===== src/rtl/tfd_pkg.sv =====
`timescale 1ns / 1ps

package tfd_pkg;

  // Window of stack readings and the part of it that the spread check covers.
  localparam int unsigned WIN_DEPTH  = 10;
  localparam int unsigned SPAN_COUNT = 8;
  localparam int unsigned FILL_W     = $clog2(WIN_DEPTH + 1);
  localparam int unsigned SPAN_IDX_W = $clog2(SPAN_COUNT);

  localparam int unsigned TEMP_W   = 16;
  localparam int unsigned DEG_W    = 12;
  localparam int unsigned OPND_W   = 18;
  localparam int unsigned DIFF_W   = OPND_W + 1;

  localparam logic [4:0] SETTLE_TARGET = 5'd20;
  localparam logic signed [TEMP_W-1:0] NEAR_ZERO_UNITS = 16'sd80;
  localparam logic signed [10:0] SETPOINT_MARGIN = 11'sd5;
  localparam logic [7:0] MIN_START_TEMP = 8'd10;
  localparam logic [7:0] LIMIT_RESET = 8'd20;

  localparam logic [1:0] BIT_GOOD     = 2'b01;
  localparam logic [1:0] BIT_NOT_GOOD = 2'b10;

  // Configuration register indexes.
  localparam int unsigned CFG_IDX_W  = 2;
  localparam int unsigned CFG_DATA_W = 10;
  localparam logic [CFG_IDX_W-1:0] REG_VARIATION_LIMIT = 2'd0;
  localparam logic [CFG_IDX_W-1:0] REG_PROC_SETPOINT   = 2'd1;
  localparam logic [CFG_IDX_W-1:0] REG_STARTUP_TEMP    = 2'd2;

  typedef logic signed [TEMP_W-1:0] temp_t;
  typedef logic signed [DEG_W-1:0]  deg_t;

  typedef enum logic [3:0] {
    ST_IDLE,
    ST_UPD,
    ST_LOAD,
    ST_MIN,
    ST_MAX,
    ST_SPAN,
    ST_OVER,
    ST_D89,
    ST_C89,
    ST_D86,
    ST_C86,
    ST_PROC,
    ST_FIN
  } state_t;

  // Operands for the shared subtractor.
  typedef struct packed {
    logic signed [OPND_W-1:0] a;
    logic signed [OPND_W-1:0] b;
  } alu_req_t;

  // What the subtractor hands back.
  typedef struct packed {
    logic signed [DIFF_W-1:0] diff;
    logic [DIFF_W-1:0]        absval;
    logic                     lt;
  } alu_rsp_t;

  // Fixed taps of the newest window entries.
  typedef struct packed {
    temp_t w6;
    temp_t w7;
    temp_t w8;
    temp_t w9;
  } taps_t;

  // Whole degrees, truncated toward zero.
  function automatic deg_t trunc_deg(input temp_t t);
    logic signed [TEMP_W:0] biased;
    logic signed [TEMP_W:0] shifted;
    biased  = t[TEMP_W-1] ? ($signed({t[TEMP_W-1], t}) + 17'sd15) :
                            $signed({t[TEMP_W-1], t});
    shifted = biased >>> 4;
    return shifted[DEG_W-1:0];
  endfunction

endpackage


===== src/rtl/tfd_alu.sv =====
`timescale 1ns / 1ps

// Shared subtractor: difference, its magnitude and the less-than flag.
module tfd_alu (
  input  tfd_pkg::alu_req_t req,
  output tfd_pkg::alu_rsp_t rsp
);

  logic signed [tfd_pkg::DIFF_W-1:0] diff;

  assign diff = $signed({req.a[tfd_pkg::OPND_W-1], req.a}) -
                $signed({req.b[tfd_pkg::OPND_W-1], req.b});

  assign rsp.diff   = diff;
  assign rsp.lt     = diff[tfd_pkg::DIFF_W-1];
  assign rsp.absval = diff[tfd_pkg::DIFF_W-1] ? (~diff + 1'b1) : diff;

endmodule


===== src/rtl/tfd_window.sv =====
`timescale 1ns / 1ps

// Ten-entry window of stack readings: fills in order, then shifts toward entry 0.
module tfd_window (
  input  logic                                 clk,
  input  logic                                 rst_n,
  input  logic                                 wr_en,
  input  tfd_pkg::temp_t                       wr_data,
  input  logic [tfd_pkg::SPAN_IDX_W-1:0]       rd_idx,
  output tfd_pkg::temp_t                       rd_data,
  output tfd_pkg::taps_t                       taps,
  output logic                                 full
);

  tfd_pkg::temp_t                 win_r [tfd_pkg::WIN_DEPTH];
  logic [tfd_pkg::FILL_W-1:0]     fill_r;
  logic [tfd_pkg::FILL_W-1:0]     fill_nxt;

  assign full = (fill_r >= tfd_pkg::FILL_W'(tfd_pkg::WIN_DEPTH));

  always_comb begin
    fill_nxt = fill_r;
    if (wr_en && !full) begin
      fill_nxt = fill_r + 1'b1;
    end
  end

  always_ff @(posedge clk) begin
    if (!rst_n) begin
      fill_r <= '0;
    end else begin
      fill_r <= fill_nxt;
    end
  end

  always_ff @(posedge clk) begin
    if (wr_en) begin
      if (full) begin
        for (int k = 0; k < tfd_pkg::WIN_DEPTH - 1; k++) begin
          win_r[k] <= win_r[k+1];
        end
        win_r[tfd_pkg::WIN_DEPTH-1] <= wr_data;
      end else begin
        win_r[fill_r] <= wr_data;
      end
    end
  end

  assign rd_data = win_r[{1'b0, rd_idx}];
  assign taps.w6 = win_r[6];
  assign taps.w7 = win_r[7];
  assign taps.w8 = win_r[8];
  assign taps.w9 = win_r[9];

endmodule


===== src/rtl/thermocouple_fault_detector_unit.sv =====
`timescale 1ns / 1ps

// A sample is accepted only while the sequencer is idle, so a new one waits until
// the last has committed its result. A settled sample runs its compares, two for
// each spread entry after the first, through the single shared subtractor; an
// unsettled one skips to the final step, which a result still waiting holds.
// Reset (rst_n, synchronous, active low) clears the fill and settle counters, the
// forgiveness flag and the fatal bits, and loads the registers with their defaults.
module thermocouple_fault_detector_unit (
  input  logic                              clk,
  input  logic                              rst_n,
  // Input channel. tdata from bit 0: stack_temp[15:0], processor_temp[31:16],
  // plant_off[32], plant_good[33], zeros[39:34].
  input  logic                              in_tvalid,
  output logic                              in_tready,
  input  logic [39:0]                       in_tdata,
  // Result channel. tdata from bit 0: fault_now[0], persist_request[1],
  // fatal_flags[3:2], transient_forgiven[4], zeros[7:5].
  output logic                              out_tvalid,
  input  logic                              out_tready,
  output logic [7:0]                        out_tdata,
  // Configuration write channel.
  input  logic                              cfg_valid,
  output logic                              cfg_ready,
  input  logic [tfd_pkg::CFG_IDX_W-1:0]     cfg_index,
  input  logic [tfd_pkg::CFG_DATA_W-1:0]    cfg_data
);

  // Configuration registers.
  logic [7:0] limit_r;
  logic [9:0] setpoint_r;
  logic [7:0] start_r;

  assign cfg_ready = 1'b1;

  always_ff @(posedge clk) begin
    if (!rst_n) begin
      limit_r    <= tfd_pkg::LIMIT_RESET;
      setpoint_r <= '0;
      start_r    <= '0;
    end else if (cfg_valid && cfg_ready) begin
      case (cfg_index)
        tfd_pkg::REG_VARIATION_LIMIT: limit_r    <= cfg_data[7:0];
        tfd_pkg::REG_PROC_SETPOINT:   setpoint_r <= cfg_data;
        tfd_pkg::REG_STARTUP_TEMP:    start_r    <= cfg_data[7:0];
        default: ;
      endcase
    end
  end

  // The processor threshold only follows the setpoint, so it is derived here once.
  logic signed [10:0] sp_less;
  logic signed [14:0] proc_thr;
  assign sp_less  = $signed({1'b0, setpoint_r}) - tfd_pkg::SETPOINT_MARGIN;
  assign proc_thr = {sp_less, 4'b0000};

  // Sequencer state and working registers.
  tfd_pkg::state_t state_r, state_nxt;

  tfd_pkg::temp_t stack_r, stack_nxt;
  tfd_pkg::temp_t proc_r, proc_nxt;
  logic           off_r, off_nxt;
  logic           good_r, good_nxt;

  logic [4:0]     settle_r, settle_nxt;
  logic           settled_r, settled_nxt;
  logic [tfd_pkg::SPAN_IDX_W-1:0] idx_r, idx_nxt;
  tfd_pkg::deg_t  lo_r, lo_nxt;
  tfd_pkg::deg_t  hi_r, hi_nxt;
  logic [12:0]    span_r, span_nxt;
  logic           over_r, over_nxt;
  logic [16:0]    abs_r, abs_nxt;
  logic           ok89_r, ok89_nxt;
  logic           ok86_r, ok86_nxt;
  logic           proc_ok_r, proc_ok_nxt;

  logic [1:0]     fatal_r, fatal_nxt;
  logic           forgive_r, forgive_nxt;

  logic           out_valid_r, out_valid_nxt;
  logic [4:0]     out_r, out_nxt;

  // Window and shared unit.
  logic           win_wr;
  tfd_pkg::temp_t win_rd;
  tfd_pkg::taps_t taps;
  logic           win_full;
  tfd_pkg::deg_t  rd_deg;

  tfd_pkg::alu_req_t alu_req;
  tfd_pkg::alu_rsp_t alu_rsp;

  tfd_window u_window (
    .clk     (clk),
    .rst_n   (rst_n),
    .wr_en   (win_wr),
    .wr_data (stack_r),
    .rd_idx  (idx_r),
    .rd_data (win_rd),
    .taps    (taps),
    .full    (win_full)
  );

  tfd_alu u_alu (
    .req (alu_req),
    .rsp (alu_rsp)
  );

  assign rd_deg = tfd_pkg::trunc_deg(win_rd);

  // The result register frees up when its transfer completes.
  logic out_free;
  assign out_free = !out_valid_r || out_tready;

  assign in_tready  = (state_r == tfd_pkg::ST_IDLE);
  assign out_tvalid = out_valid_r;
  assign out_tdata  = {3'b000, out_r};

  // Working values of the decision step.
  logic [1:0] sel;
  logic [1:0] f_fin;
  logic       fl_fin;
  logic       fault_fin;
  logic       pers_fin;
  logic       near_zero;
  logic [4:0] settle_base;

  always_comb begin
    state_nxt   = state_r;
    stack_nxt   = stack_r;
    proc_nxt    = proc_r;
    off_nxt     = off_r;
    good_nxt    = good_r;
    settle_nxt  = settle_r;
    settled_nxt = settled_r;
    idx_nxt     = idx_r;
    lo_nxt      = lo_r;
    hi_nxt      = hi_r;
    span_nxt    = span_r;
    over_nxt    = over_r;
    abs_nxt     = abs_r;
    ok89_nxt    = ok89_r;
    ok86_nxt    = ok86_r;
    proc_ok_nxt = proc_ok_r;
    fatal_nxt   = fatal_r;
    forgive_nxt = forgive_r;
    out_nxt     = out_r;
    out_valid_nxt = out_valid_r && !out_tready;
    win_wr      = 1'b0;
    alu_req.a   = '0;
    alu_req.b   = '0;

    sel       = good_r ? tfd_pkg::BIT_GOOD : tfd_pkg::BIT_NOT_GOOD;
    f_fin     = fatal_r;
    fl_fin    = forgive_r;
    fault_fin = 1'b0;
    pers_fin  = 1'b0;
    settle_base = off_r ? 5'd0 : settle_r;

    near_zero = (stack_r <= tfd_pkg::NEAR_ZERO_UNITS) &&
                (taps.w6 <= tfd_pkg::NEAR_ZERO_UNITS) &&
                (taps.w7 <= tfd_pkg::NEAR_ZERO_UNITS) &&
                (taps.w8 <= tfd_pkg::NEAR_ZERO_UNITS) &&
                (taps.w9 <= tfd_pkg::NEAR_ZERO_UNITS);

    // Spread check first, then the stuck-sensor check on its outcome.
    if (settled_r) begin
      if (over_r) begin
        if (fl_fin) begin
          fl_fin = 1'b0;
        end else if (ok89_r && ok86_r) begin
          fl_fin = 1'b1;
        end
        if (!fl_fin) begin
          f_fin     = f_fin | sel;
          pers_fin  = 1'b1;
          fault_fin = 1'b1;
        end
      end
      if (proc_ok_r && near_zero && (f_fin == 2'b00) &&
          (start_r > tfd_pkg::MIN_START_TEMP)) begin
        f_fin = f_fin | sel;
        if (!f_fin[1]) begin
          pers_fin = 1'b1;
        end
        fault_fin = 1'b1;
      end
    end

    case (state_r)
      tfd_pkg::ST_IDLE: begin
        if (in_tvalid) begin
          stack_nxt = in_tdata[15:0];
          proc_nxt  = in_tdata[31:16];
          off_nxt   = in_tdata[32];
          good_nxt  = in_tdata[33];
          state_nxt = tfd_pkg::ST_UPD;
        end
      end
      tfd_pkg::ST_UPD: begin
        // Settle only counts on samples that arrive with the window already full.
        win_wr     = 1'b1;
        settle_nxt = settle_base;
        if (win_full && (settle_base < tfd_pkg::SETTLE_TARGET)) begin
          settle_nxt = settle_base + 1'b1;
        end
        settled_nxt = (settle_nxt >= tfd_pkg::SETTLE_TARGET);
        idx_nxt     = '0;
        state_nxt   = settled_nxt ? tfd_pkg::ST_LOAD : tfd_pkg::ST_FIN;
      end
      tfd_pkg::ST_LOAD: begin
        lo_nxt    = rd_deg;
        hi_nxt    = rd_deg;
        idx_nxt   = idx_r + 1'b1;
        state_nxt = tfd_pkg::ST_MIN;
      end
      tfd_pkg::ST_MIN: begin
        alu_req.a = tfd_pkg::OPND_W'(rd_deg);
        alu_req.b = tfd_pkg::OPND_W'(lo_r);
        if (alu_rsp.lt) begin
          lo_nxt = rd_deg;
        end
        state_nxt = tfd_pkg::ST_MAX;
      end
      tfd_pkg::ST_MAX: begin
        alu_req.a = tfd_pkg::OPND_W'(hi_r);
        alu_req.b = tfd_pkg::OPND_W'(rd_deg);
        if (alu_rsp.lt) begin
          hi_nxt = rd_deg;
        end
        idx_nxt = idx_r + 1'b1;
        if (idx_r == tfd_pkg::SPAN_IDX_W'(tfd_pkg::SPAN_COUNT - 1)) begin
          state_nxt = tfd_pkg::ST_SPAN;
        end else begin
          state_nxt = tfd_pkg::ST_MIN;
        end
      end
      tfd_pkg::ST_SPAN: begin
        alu_req.a = tfd_pkg::OPND_W'(hi_r);
        alu_req.b = tfd_pkg::OPND_W'(lo_r);
        span_nxt  = alu_rsp.diff[12:0];
        state_nxt = tfd_pkg::ST_OVER;
      end
      tfd_pkg::ST_OVER: begin
        alu_req.a = tfd_pkg::OPND_W'({1'b0, limit_r});
        alu_req.b = tfd_pkg::OPND_W'({1'b0, span_r});
        over_nxt  = alu_rsp.lt;
        state_nxt = tfd_pkg::ST_D89;
      end
      tfd_pkg::ST_D89: begin
        alu_req.a = tfd_pkg::OPND_W'(taps.w8);
        alu_req.b = tfd_pkg::OPND_W'(taps.w9);
        abs_nxt   = alu_rsp.absval[16:0];
        state_nxt = tfd_pkg::ST_C89;
      end
      tfd_pkg::ST_C89: begin
        alu_req.a = tfd_pkg::OPND_W'({2'b00, limit_r, 1'b0});
        alu_req.b = tfd_pkg::OPND_W'({1'b0, abs_r});
        ok89_nxt  = !alu_rsp.lt;
        state_nxt = tfd_pkg::ST_D86;
      end
      tfd_pkg::ST_D86: begin
        alu_req.a = tfd_pkg::OPND_W'(taps.w8);
        alu_req.b = tfd_pkg::OPND_W'(taps.w6);
        abs_nxt   = alu_rsp.absval[16:0];
        state_nxt = tfd_pkg::ST_C86;
      end
      tfd_pkg::ST_C86: begin
        alu_req.a = tfd_pkg::OPND_W'({2'b00, limit_r, 2'b00});
        alu_req.b = tfd_pkg::OPND_W'({1'b0, abs_r});
        ok86_nxt  = !alu_rsp.lt;
        state_nxt = tfd_pkg::ST_PROC;
      end
      tfd_pkg::ST_PROC: begin
        alu_req.a   = tfd_pkg::OPND_W'(proc_r);
        alu_req.b   = tfd_pkg::OPND_W'(proc_thr);
        proc_ok_nxt = !alu_rsp.lt;
        state_nxt   = tfd_pkg::ST_FIN;
      end
      tfd_pkg::ST_FIN: begin
        // Commit only once the result register can take the new result.
        if (out_free) begin
          fatal_nxt     = f_fin;
          forgive_nxt   = fl_fin;
          out_nxt       = {fl_fin, f_fin, pers_fin, fault_fin};
          out_valid_nxt = 1'b1;
          state_nxt     = tfd_pkg::ST_IDLE;
        end
      end
      default: begin
        state_nxt = tfd_pkg::ST_IDLE;
      end
    endcase
  end

  always_ff @(posedge clk) begin
    if (!rst_n) begin
      state_r     <= tfd_pkg::ST_IDLE;
      settle_r    <= '0;
      settled_r   <= 1'b0;
      idx_r       <= '0;
      fatal_r     <= '0;
      forgive_r   <= 1'b0;
      out_valid_r <= 1'b0;
    end else begin
      state_r     <= state_nxt;
      settle_r    <= settle_nxt;
      settled_r   <= settled_nxt;
      idx_r       <= idx_nxt;
      fatal_r     <= fatal_nxt;
      forgive_r   <= forgive_nxt;
      out_valid_r <= out_valid_nxt;
    end
  end

  // Payload and scratch registers need no reset.
  always_ff @(posedge clk) begin
    stack_r   <= stack_nxt;
    proc_r    <= proc_nxt;
    off_r     <= off_nxt;
    good_r    <= good_nxt;
    lo_r      <= lo_nxt;
    hi_r      <= hi_nxt;
    span_r    <= span_nxt;
    over_r    <= over_nxt;
    abs_r     <= abs_nxt;
    ok89_r    <= ok89_nxt;
    ok86_r    <= ok86_nxt;
    proc_ok_r <= proc_ok_nxt;
    out_r     <= out_nxt;
  end

endmodule


===== config.mk =====
export PLATFORM = sky130hd
export DESIGN_NAME = thermocouple_fault_detector_unit
export DESIGN_NICKNAME = d
export VERILOG_FILES = /design/src/rtl/tfd_pkg.sv /design/src/rtl/tfd_alu.sv /design/src/rtl/tfd_window.sv /design/src/rtl/thermocouple_fault_detector_unit.sv
export SDC_FILE = /design/constraint.sdc
export NUM_CORES = 1
export LEC_CHECK = 0
export BUFFER_PORTS_ARGS = -buffer_cell sky130_fd_sc_hd__buf_2
export CAP_MARGIN = 20
export CELL_PAD_IN_SITES_DETAIL_PLACEMENT = 0
export CELL_PAD_IN_SITES_GLOBAL_PLACEMENT = 1
export CORE_UTILIZATION = 46
export CTS_CLUSTER_SIZE = 16
export DETAILED_ROUTE_END_ITERATION = 10
export PLACE_DENSITY_LB_ADDON = 0.1
export SYNTH_ARGS = -nofsm -noshare
export SYNTH_HDL_FRONTEND = slang
export SYNTH_SLANG_ARGS = --single-unit

===== constraint.sdc =====
create_clock -name clk -period 5.55 [get_ports clk]
set_clock_uncertainty 0.1 [all_clocks]
set_input_delay 0.2775 -clock clk [delete_from_list [all_inputs] [get_ports clk]]
set_output_delay 0.2775 -clock clk [all_outputs]
set_load 0.005 [all_outputs]

Yosys cells after proc, flatten, opt, wreduce, memory -nomap -nowiden
Memories as Yosys holds them, arrays and structs flattened. A register that Yosys moved wholly into a read port is not among the register bits.
Index checks and enable logic that the tools add are counted.
{"block": "totals", "register_bits": 144, "ramBits": 160, "output_inout_bits": 11, "elab_cells": 143, "n_memories": 1}
{"block": "op_classes", "addsub": 7, "order_cmp": 9, "eq_ne": 19, "n_mux": 46, "bitwise_logic": 3, "reduce_logical": 33}
{"memory": "u_window.win_r", "words": 10, "width": 16, "rd": 10, "rd_ports_with_merged_regs": 1, "write_ports": 10, "line_no": "tfd_window.sv:15", "rtl": "tfd_pkg::temp_t win_r [tfd_pkg::WIN_DEPTH];"}
{"operator": "$pmux 36 s9", "n": 1}
{"operator": "$le 16x8->1 const B", "n": 5}
{"operator": "$pmux 4 s13", "n": 1}
{"operator": "$pmux 12 s2", "n": 2}
{"operator": "$mux 16", "n": 2}
{"operator": "$mux 4", "n": 6}
{"operator": "$mux 1", "n": 21}
{"operator": "$eq 4x4->1 const B", "n": 5}
{"operator": "$sub 18x18->19", "n": 1}
{"operator": "$add 17x1->17 const B", "n": 1}
{"operator": "$mux 17", "n": 1}
{"operator": "$not 17->17", "n": 1}
{"operator": "$add 16x5->16 const B", "n": 1}
{"operator": "$eq 4x3->1 const B", "n": 4}
{"operator": "$reduce_and 2->1", "n": 8}
{"operator": "$reduce_or 16->1", "n": 1}
{"operator": "$mux 5", "n": 3}
{"operator": "$mux 12", "n": 1}
{"operator": "$mux 2", "n": 6}
{"operator": "$logic_and 1x1->1", "n": 11}
{"operator": "$sub 10x3->11 const B", "n": 1}
{"operator": "$eq 4x2->1 const B", "n": 2}
{"operator": "$gt 8x4->1 const B", "n": 1}
{"operator": "$pmux 3 s2", "n": 1}
{"operator": "other kinds (20)", "n": 30}

Depth between registers and ports, before layout
Gate-level depths: netlist of run 1.
{"block": "logic_depth", "depth_word": 13, "depth_mapped": 22}

Hierarchy
From an unflattened synthesis of run 1, not the netlist that was laid out.
{"block": "hier_totals", "cells_unflattened": 1282, "hier_area_um2": 16280.6}
{"module": "tfd_window", "instances": 1, "cells_each": 426, "area_each_um2": 7846.3, "seq_area_each_um2": 4884.7}
{"module": "thermocouple_fault_detector_unit", "instances": 1, "cells_each": 641, "area_each_um2": 6980.4, "seq_area_each_um2": 3773.6}
{"module": "tfd_alu", "instances": 1, "cells_each": 215, "area_each_um2": 1453.9, "seq_area_each_um2": 0.0}

Worst setup path after synthesis of run 1
Ideal clock, no wire load.
{"block": "synth_timing", "path_type": "reg-to-reg", "startpoint": "register state_r[2]", "endpoint": "register hi_r[0] (enable)", "setup_time_ns": 0.385, "arrival_time_ns": 5.032, "t_required_ns": 5.065, "setup_slack_ns": 0.033, "stages_incl_launch_ff": 20, "path_buffers": 5, "synth_period_minus_slack_ns": 5.517, "cell_sequence": "dfxtp_1 > inv_1 > ha_1 > clkbuf_1 > and3b_1 > clkbuf_1 > or2_2 > clkbuf_1 > clkbuf_1 > a222oi_1 > o21ai_0 > ha_1 > a22o_1 > o41ai_1 > a21oi_1 > o21ai_0 > a31o_2 > buf_1 > nand2_1 > a21oi_1"}
{"item": "from (decl)", "line_no": "thermocouple_fault_detector_unit.sv:58", "rtl": "tfd_pkg::state_t state_r, state_nxt;"}
{"item": "from (signal assigned)", "line_no": "thermocouple_fault_detector_unit.sv:298", "rtl": "state_r <= tfd_pkg::ST_IDLE;"}
{"item": "from (signal assigned)", "line_no": "thermocouple_fault_detector_unit.sv:306", "rtl": "state_r <= state_nxt;"}
{"item": "to (signal assigned)", "line_no": "thermocouple_fault_detector_unit.sv:323", "rtl": "hi_r <= hi_nxt;"}
{"item": "to (decl)", "line_no": "thermocouple_fault_detector_unit.sv:69", "rtl": "tfd_pkg::deg_t hi_r, hi_nxt;"}

==> results of run 1 <==
## cell type report
type	count	area, sq um	share of cell area
Sequential cell	307	8720	0.471
Inverter	22	82.6	0.00446
Tap cell	448	561	0.0302
Clock buffer	48	1010	0.0545
Clock inverter	16	71.3	0.00385
Timing Repair Buffer	196	1470	0.0792
Multi-Input combinational cell	818	6620	0.357
## critical path: cells and delay by family, from the launching register on
| family | cells | cell delay [ps] |
|---|---|---|
| AO/OA/AOI/OAI | 10 | 2080 |
| buffers and inverters | 6 | 1090 |
| AND/OR/NAND/NOR | 2 | 470 |
| flip-flops | 1 | 410 |
| multiplexers | 1 | 360 |
| adder cells (fa/ha/maj) | 1 | 300 |
| XOR/XNOR | 1 | 150 |
## worst min-delay path by stage
stage	startpoint	slack [ps]	end
global route	out_tready	80	out_tvalid
floorplan	in_tdata[33]	280	good_r
finish	out_tready	20	out_tvalid
CTS	out_tready	8	out_tvalid
global placement	in_tdata[11]	350	stack_r[11]
detailed placement	in_tdata[30]	360	proc_r[14]
## timing repair
item,in CTS,in global routing
setup buffers,0,2
gates resized for setup,0,10
hold buffers,44,0
setup endpoints to repair,0,39
hold endpoints to repair,60,0
## layer usage
layer,GRT usage,routed length [um]
met5,0,0
met4,0.0612,767
met3,0.0323,2110
met2,0.389,19300
met1,0.346,19400
## cell usage in the layout (no fill, tap or decap), types with 39 or more instances in the layout
cell	n
nand2_1	90
a21oi_1	50
mux2i_1	41
nor2_1	41
buf_4	92
dlygate4sd3_1	44
o21ai_0	49
edfxtp_1	257
mux2_2	148
dfxtp_1	49
clkbuf_16	39
buf_2	57
nor2b_1	44
## power breakdown
group / total [mW] / leakage (nW) / internal (mW) / switching [mW]
Combinational: 5.14 / 3.38 / 2.23 / 2.91
Sequential: 3.50 / 2.75 / 3.23 / 0.278
Clock: 2.19 / 0.529 / 1.27 / 0.920
Total: 10.8 / 6.66 / 6.73 / 4.11
## sequential cells by signal (all words and copies together), names as in the netlist, 2 cells and up, named ones only
| name | count |
|---|---|
| u_window.win_r | 160 |
| proc_r | 16 |
| setpoint_r | 10 |
| start_r | 8 |
| out_r | 5 |
| limit_r | 8 |
| u_window.fill_r | 4 |
| fatal_r | 2 |
| lo_r | 12 |
| hi_r | 12 |
| settle_r | 5 |
| span_r | 13 |
| abs_r | 17 |
| idx_r | 3 |
| state_r | 4 |
| stack_r | 16 |
## cell families (layout without fill, tap and decap cells)
group | after synthesis | in the layout | share of synthesized area
compound gates | 231 | 231 | 0.101
xor+xnor | 48 | 48 | 0.0267
fa+ha+maj | 31 | 31 | 0.0252
buf+inv | 104 | 282 | 0.0275
flops | 307 | 307 | 0.555
mux | 216 | 216 | 0.170
other cells | 2 | 4 | 0.000478
simple gates | 288 | 288 | 0.0944
==> metrics.md, run 1 <==
| Metric | Value |
|---|---|
| Routed Antenna Nets | `0` |
| CTS tree | `built` |
| Netlist Area Pre-Place | `15700 sq um` |
| CP max-delay cell | `dfxtp_4` |
| Placed cell area | `17000 sq um` |
| Slew Viols, Final | `0` |
| Total grt overflow | `0` |
| Core Region | `33600 sq um` |
| Final hold viol count | `0` |
| Achievable Freq | `roughly 0.19 GHz` |
| Cell with the most instances after synthesis | `edfxtp_1` |
| Placed cells | `about 1.7k` |
| Die ar. | `34900 sq um` |
| Main synth FF type | `edfxtp_1` |
| Startpoint class of the critical path | `flop` |
| Slew @ Worst Pin | `978 ps` |
| Dpl ws | `81.6 ps` |
| DR vias | `10.7k` |
| Fillers | `2813` |
| Post-Layout Cell Count | `1855` |
| Synth top area share | `0.491` |
| Diode count | `0` |
| Skew-Pair Late Insertion Delay | `530 ps` |
| Die width | `approximately 190 um` |
| HPWL Detailed | `29800 um` |
| Most frequent CP cell | `buf_4` |
| Area grow syn2layout | `17.9%` |
| CTS max path bufs | `3` |
| Fin area | `roughly 19000 sq um` |
| H-tree depth | `2` |
| Worst path max stage delay | `roughly 410 ps` |
| Worst VDD drop | `0.966 mV` |
| Final Worst Setup Slack | `322 ps` |
| Post-synth EDFFs | `257` |
| Worst hold slack | `around 19 ps` |
| DRT Pass-1 Iters | `8` |
| DRC | `0` |
| Initial antenna violation count | `0` |
| Share of layout cells above drive strength 1 | `0.281` |
| Total track usage | `0.242` |
| Clk Tree Root Cell | `clkbuf_16` |
| Synth Register Bits | `307` |
| Post-Syn Area per Cell | `12.8 sq um` |
| DR iter-0 viols | `712` |
| R2R Setup Slk | `320 ps` |
| Mapped Cells | `1227` |
| Minimum clock period | `roughly 5200 ps` |
| Hold Path Depth | `4` |
| Pin count of the biggest net entering global routing | `46` |
| Commonest cells in the netlist | `257 x edfxtp_1, 148 x mux2_2, 90 x nand2_1` |
| Post-synthesis sequential area ratio | `0.555` |
| Utilization after layout | `0.551` |
| CTS Sinks | `307` |
| Synth top area cells | `edfxtp_1 49%, mux2_2 11%, dfxtp_1 6.4%, mux4_2 3.7%, mux2i_1 2.7%` |
| Row count | `67` |
| Final setup fails | `0` |
| Synth cell types | `69` |
| Relative slew slack | `0.346` |
| WL final | `around 42000 um` |
| Status | `complete, no violations` |
| CTS clk-pin slew, worst paths | `60 ps` |
| Final Cycle Share | `0.942` |
| Initial core utilization | `0.468` |
| WL/cell | `around 22 um` |
| Die Ht | `about 190 um` |
| Async S/R FF share, synth | `0` |
| Synth warn | `0` |
| Max-Cap Viols | `0` |
| Cell accounting for the most synthesized area | `edfxtp_1` |
| Final total power | `around 11 mW` |
| Crit Path Category | `reg2reg` |
| Via/cell ratio | `about 5.8` |
| Reg2reg end | `abs_r[7]` |
| Setup TNS | `0 ps` |
| I/O Buffers | `57` |
| GPL Wtd Cong | `slightly below 0.9` |
| Final nets | `1469` |
| Worst EP arrival | `5400 ps` |
| CP endpoint kind | `flop` |
| CP endpoint | `abs_r[7]` |
| Hold Path Class | `in2reg` |
| CP cell instances | `buf_12 -> mux4_2 -> nand2_1 -> o21a_1 -> or3_1 -> o31ai_2 -> buf_4 -> o21ai_1 -> buf_4 -> o21ai_0 -> ha_1 -> a22o_1 -> o41ai_1 -> buf_4 -> a21oi_1 -> o21ai_1 -> a31o_2 -> buf_4 -> buf_4 -> o21ai_0 -> xnor2_1` |
| Leakage | `between 6 and 7 nW` |
| CP max FO | `11` |
| Reg2reg path depth | `21` |
| PwrDens | `585 nW/um^2` |
| TritonCTS Buffers | `36` |
| First-pass GRT wire length | `approximately 65000 um` |
| IO Pins | `68` |
| RSZ-0062 raised after global routing | `false` |
| Critical Path RT | `5730 ps` |
| Vias in the first global route | `10.9k` |
No activity file was read; power rests on OpenSTA's default activity.
==> inputs of run 2 (changes only) <==
CORE_ASPECT_RATIO = 1.5   (was default)
==> run 2 against run 1 <==
  * Critical path depth shrank 4
  * Critical endpoint is now abs_r[16]
  * Clock power grew 8%
  * Global-route usage shrank 0.50 points
  * First-iteration DRC count grew 3.5%
  * Utilization shrank 0.32 points
  * Non-clock buffer count shrank 22
  * Combinational power shrank 3%
  * Sequential power is essentially flat
  * Sequential share of layout area grew 0.35 points
==> metrics.md, run 2 (synthesis results as in run 1) <==
| Metric | Value |
|---|---|
| Hold Path Class | `in2reg` |
| IO Pins | `68` |
| GPL Wtd Cong | `0.884` |
| CP endpoint kind | `flop` |
| Diode count | `0` |
| FF+latch area | `8720 sq um` |
| H-tree depth | `1` |
| Relative slew slack | `0.379` |
| M3 GR Usage | `0.0180` |
| Top Usage Layer GRT | `met2` |
| Die ar. | `34900 sq um` |
| Initial core utilization | `0.469` |
| CP max-delay cell | `or4_4` |
| Die Ht | `228 um` |
| Final nets | `1441` |
| CP cell instances | `buf_12 -> mux4_2 -> mux2_2 -> and3_1 -> xnor2_1 -> nand2_1 -> o21ai_0 -> inv_1 -> fa_1 -> nand2b_1 -> a21oi_1 -> o21ai_0 -> a21oi_1 -> xor2_1 -> or4_4 -> o41ai_2 -> xor2_1` |
| WL final | `between 40000 and 50000 um` |
| Worst VDD drop | `0.679 mV` |
| Slew Viols, Final | `0` |
| Worst path max stage delay | `560 ps` |
| Die width | `153 um` |
| Commonest non-fill, non-tap cell in the layout | `edfxtp_1` |
| Final hold viol count | `0` |
| Fillers | `around 2.8k` |
| HPWL Detailed | `about 31000 um` |
| CP max FO | `12` |
| CTS max path bufs | `3` |
| CP delay by family, top | `compound AO/OA/AOI/OAI gates` |
| Final setup fails | `0` |
| Multi-input logic area | `6620 sq um` |
| I/O Buffers | `57` |
| Core Region | `33500 sq um` |
| Met2 usage | `0.449` |
| Final total power | `10.8 mW` |
| Reg with most FFs | `u_window.win_r` |
| Crit Path Category | `reg2reg` |
| Total grt overflow | `0` |
| CTS tree | `built` |
| RSZ-0062 raised after global routing | `false` |
| Vias in the first global route | `10.6k` |
| Critical path buffers and inverters | `2` |
| TritonCTS Buffers | `30` |
| Pin count of the biggest net entering global routing | `46` |
| Routed Antenna Nets | `0` |
| Startpoint class of the critical path | `flop` |
| DRT Pass-1 Iters | `5` |
| DR iter-0 viols | `737` |
| Grt met1 use | `0.283` |
| Area grow syn2layout | `17.0%` |
| Largest regs | `u_window.win_r x160, abs_r x17` |
| Share of layout cells above drive strength 1 | `0.272` |
| Via/cell ratio | `5.80` |
| Total track usage | `0.237` |
| CTS Sinks | `307` |
| R2R Setup Slk | `300 ps` |
| Skew-Pair Late Insertion Delay | `around 570 ps` |
| Final Cycle Share | `0.946` |
| Max-Cap Viols | `0` |
| Minimum clock period | `5250 ps` |
| Leakage | `~6.6 nW` |
| Achievable Freq | `0.191 GHz` |
| Largest register FFs | `160` |
| Clk Tree Root Cell | `clkbuf_16` |
| DRC | `0` |
| Setup TNS | `0 ps` |
| Status | `complete, no violations` |
| Row count | `82` |
| First-pass GRT wire length | `between 60000 and 70000 um` |
| DR vias | `between 10k and 15k` |
| Worst EP arrival | `5460 ps` |
| Critical Path RT | `5760 ps` |
| WL/cell | `22.9 um` |
| Slew @ Worst Pin | `around 930 ps` |
| CTS clk-pin slew, worst paths | `60 ps` |
| Initial antenna violation count | `0` |
| PwrDens | `589 nW/um^2` |
| Commonest non-fill, non-tap cells in the layout | `257 x edfxtp_1, 148 x mux2_2, 90 x nand2_1, 67 x buf_4, 58 x buf_2` |
run 2: changes by cell type in the layout (fill, tap and decap cells not counted), moves of 2 or more:
cell           before  now
clkbuf_1            9    3
bufinv_16           0    9
clkbuf_16          39   31
inv_6               0    2
buf_4              92   67
dlygate4sd3_1      44   46
clkinv_1            9    3
run 2: worst reg2reg max path, cell delays in order (launching register included):
cell,delay (ps)
dfxtp_2,420
buf_12,190
mux4_2,520
mux2_2,320
and3_1,220
xnor2_1,400
nand2_1,90
o21ai_0,140
inv_1,110
fa_1,450
nand2b_1,190
a21oi_1,310
o21ai_0,190
a21oi_1,190
xor2_1,110
or4_4,560
o41ai_2,370
xor2_1,100
run 2: repair_timing:
item,in CTS,in global routing
hold endpoints to repair,62,0
hold buffers,46,0
endpoints found under the setup margin,0,37
buffers inserted,0,1
gates resized for setup,0,7
run 2: path summary, 6_finish.rpt:
check / from / to / cells after the start
max reg2reg: flop / abs_r[16] / 17
min reg2reg: settle_r[4] / settle_r[4] / 2
max: flop / abs_r[16] / 17
min: rst_n / limit_r[2] / 2
run 2: cell type report:
class,count,share of cell area
Inverter,22,0.00449
Timing Repair Buffer,174,0.0714
Multi-Input combinational cell,818,0.360
Tap cell,420,0.0286
Clock inverter,21,0.0185
Clock buffer,34,0.0428
Sequential cell,307,0.474
run 2: metrics by stage:
step	setup WS (ps)	cell area (sq um)	util	hold slack [ps]	std cells
after detailed placement	201	16800	0.499	356	1694
after global routing	15.7	18400	0.548	170	1796
after global placement	248	16800	0.499	352	1693
final	302	18400	0.548	127	1796
after floorplan	33.1	15700	-	276	1229
after CTS	169	18300	0.547	105	1795
run 2: routing by layer:
metal  vias to the layer above  wire length, um
met5                         -                0
met4                         0              962
met3                        51             1350
met2                       219            22300
met1                      5204            16500
li1                       4943                -
run 2: where the power goes:
group	internal (mW)	total [mW]	switching, mW
clock network	1.44	2.37	0.927
registers	3.22	3.49	0.269
logic	2.12	4.98	2.85
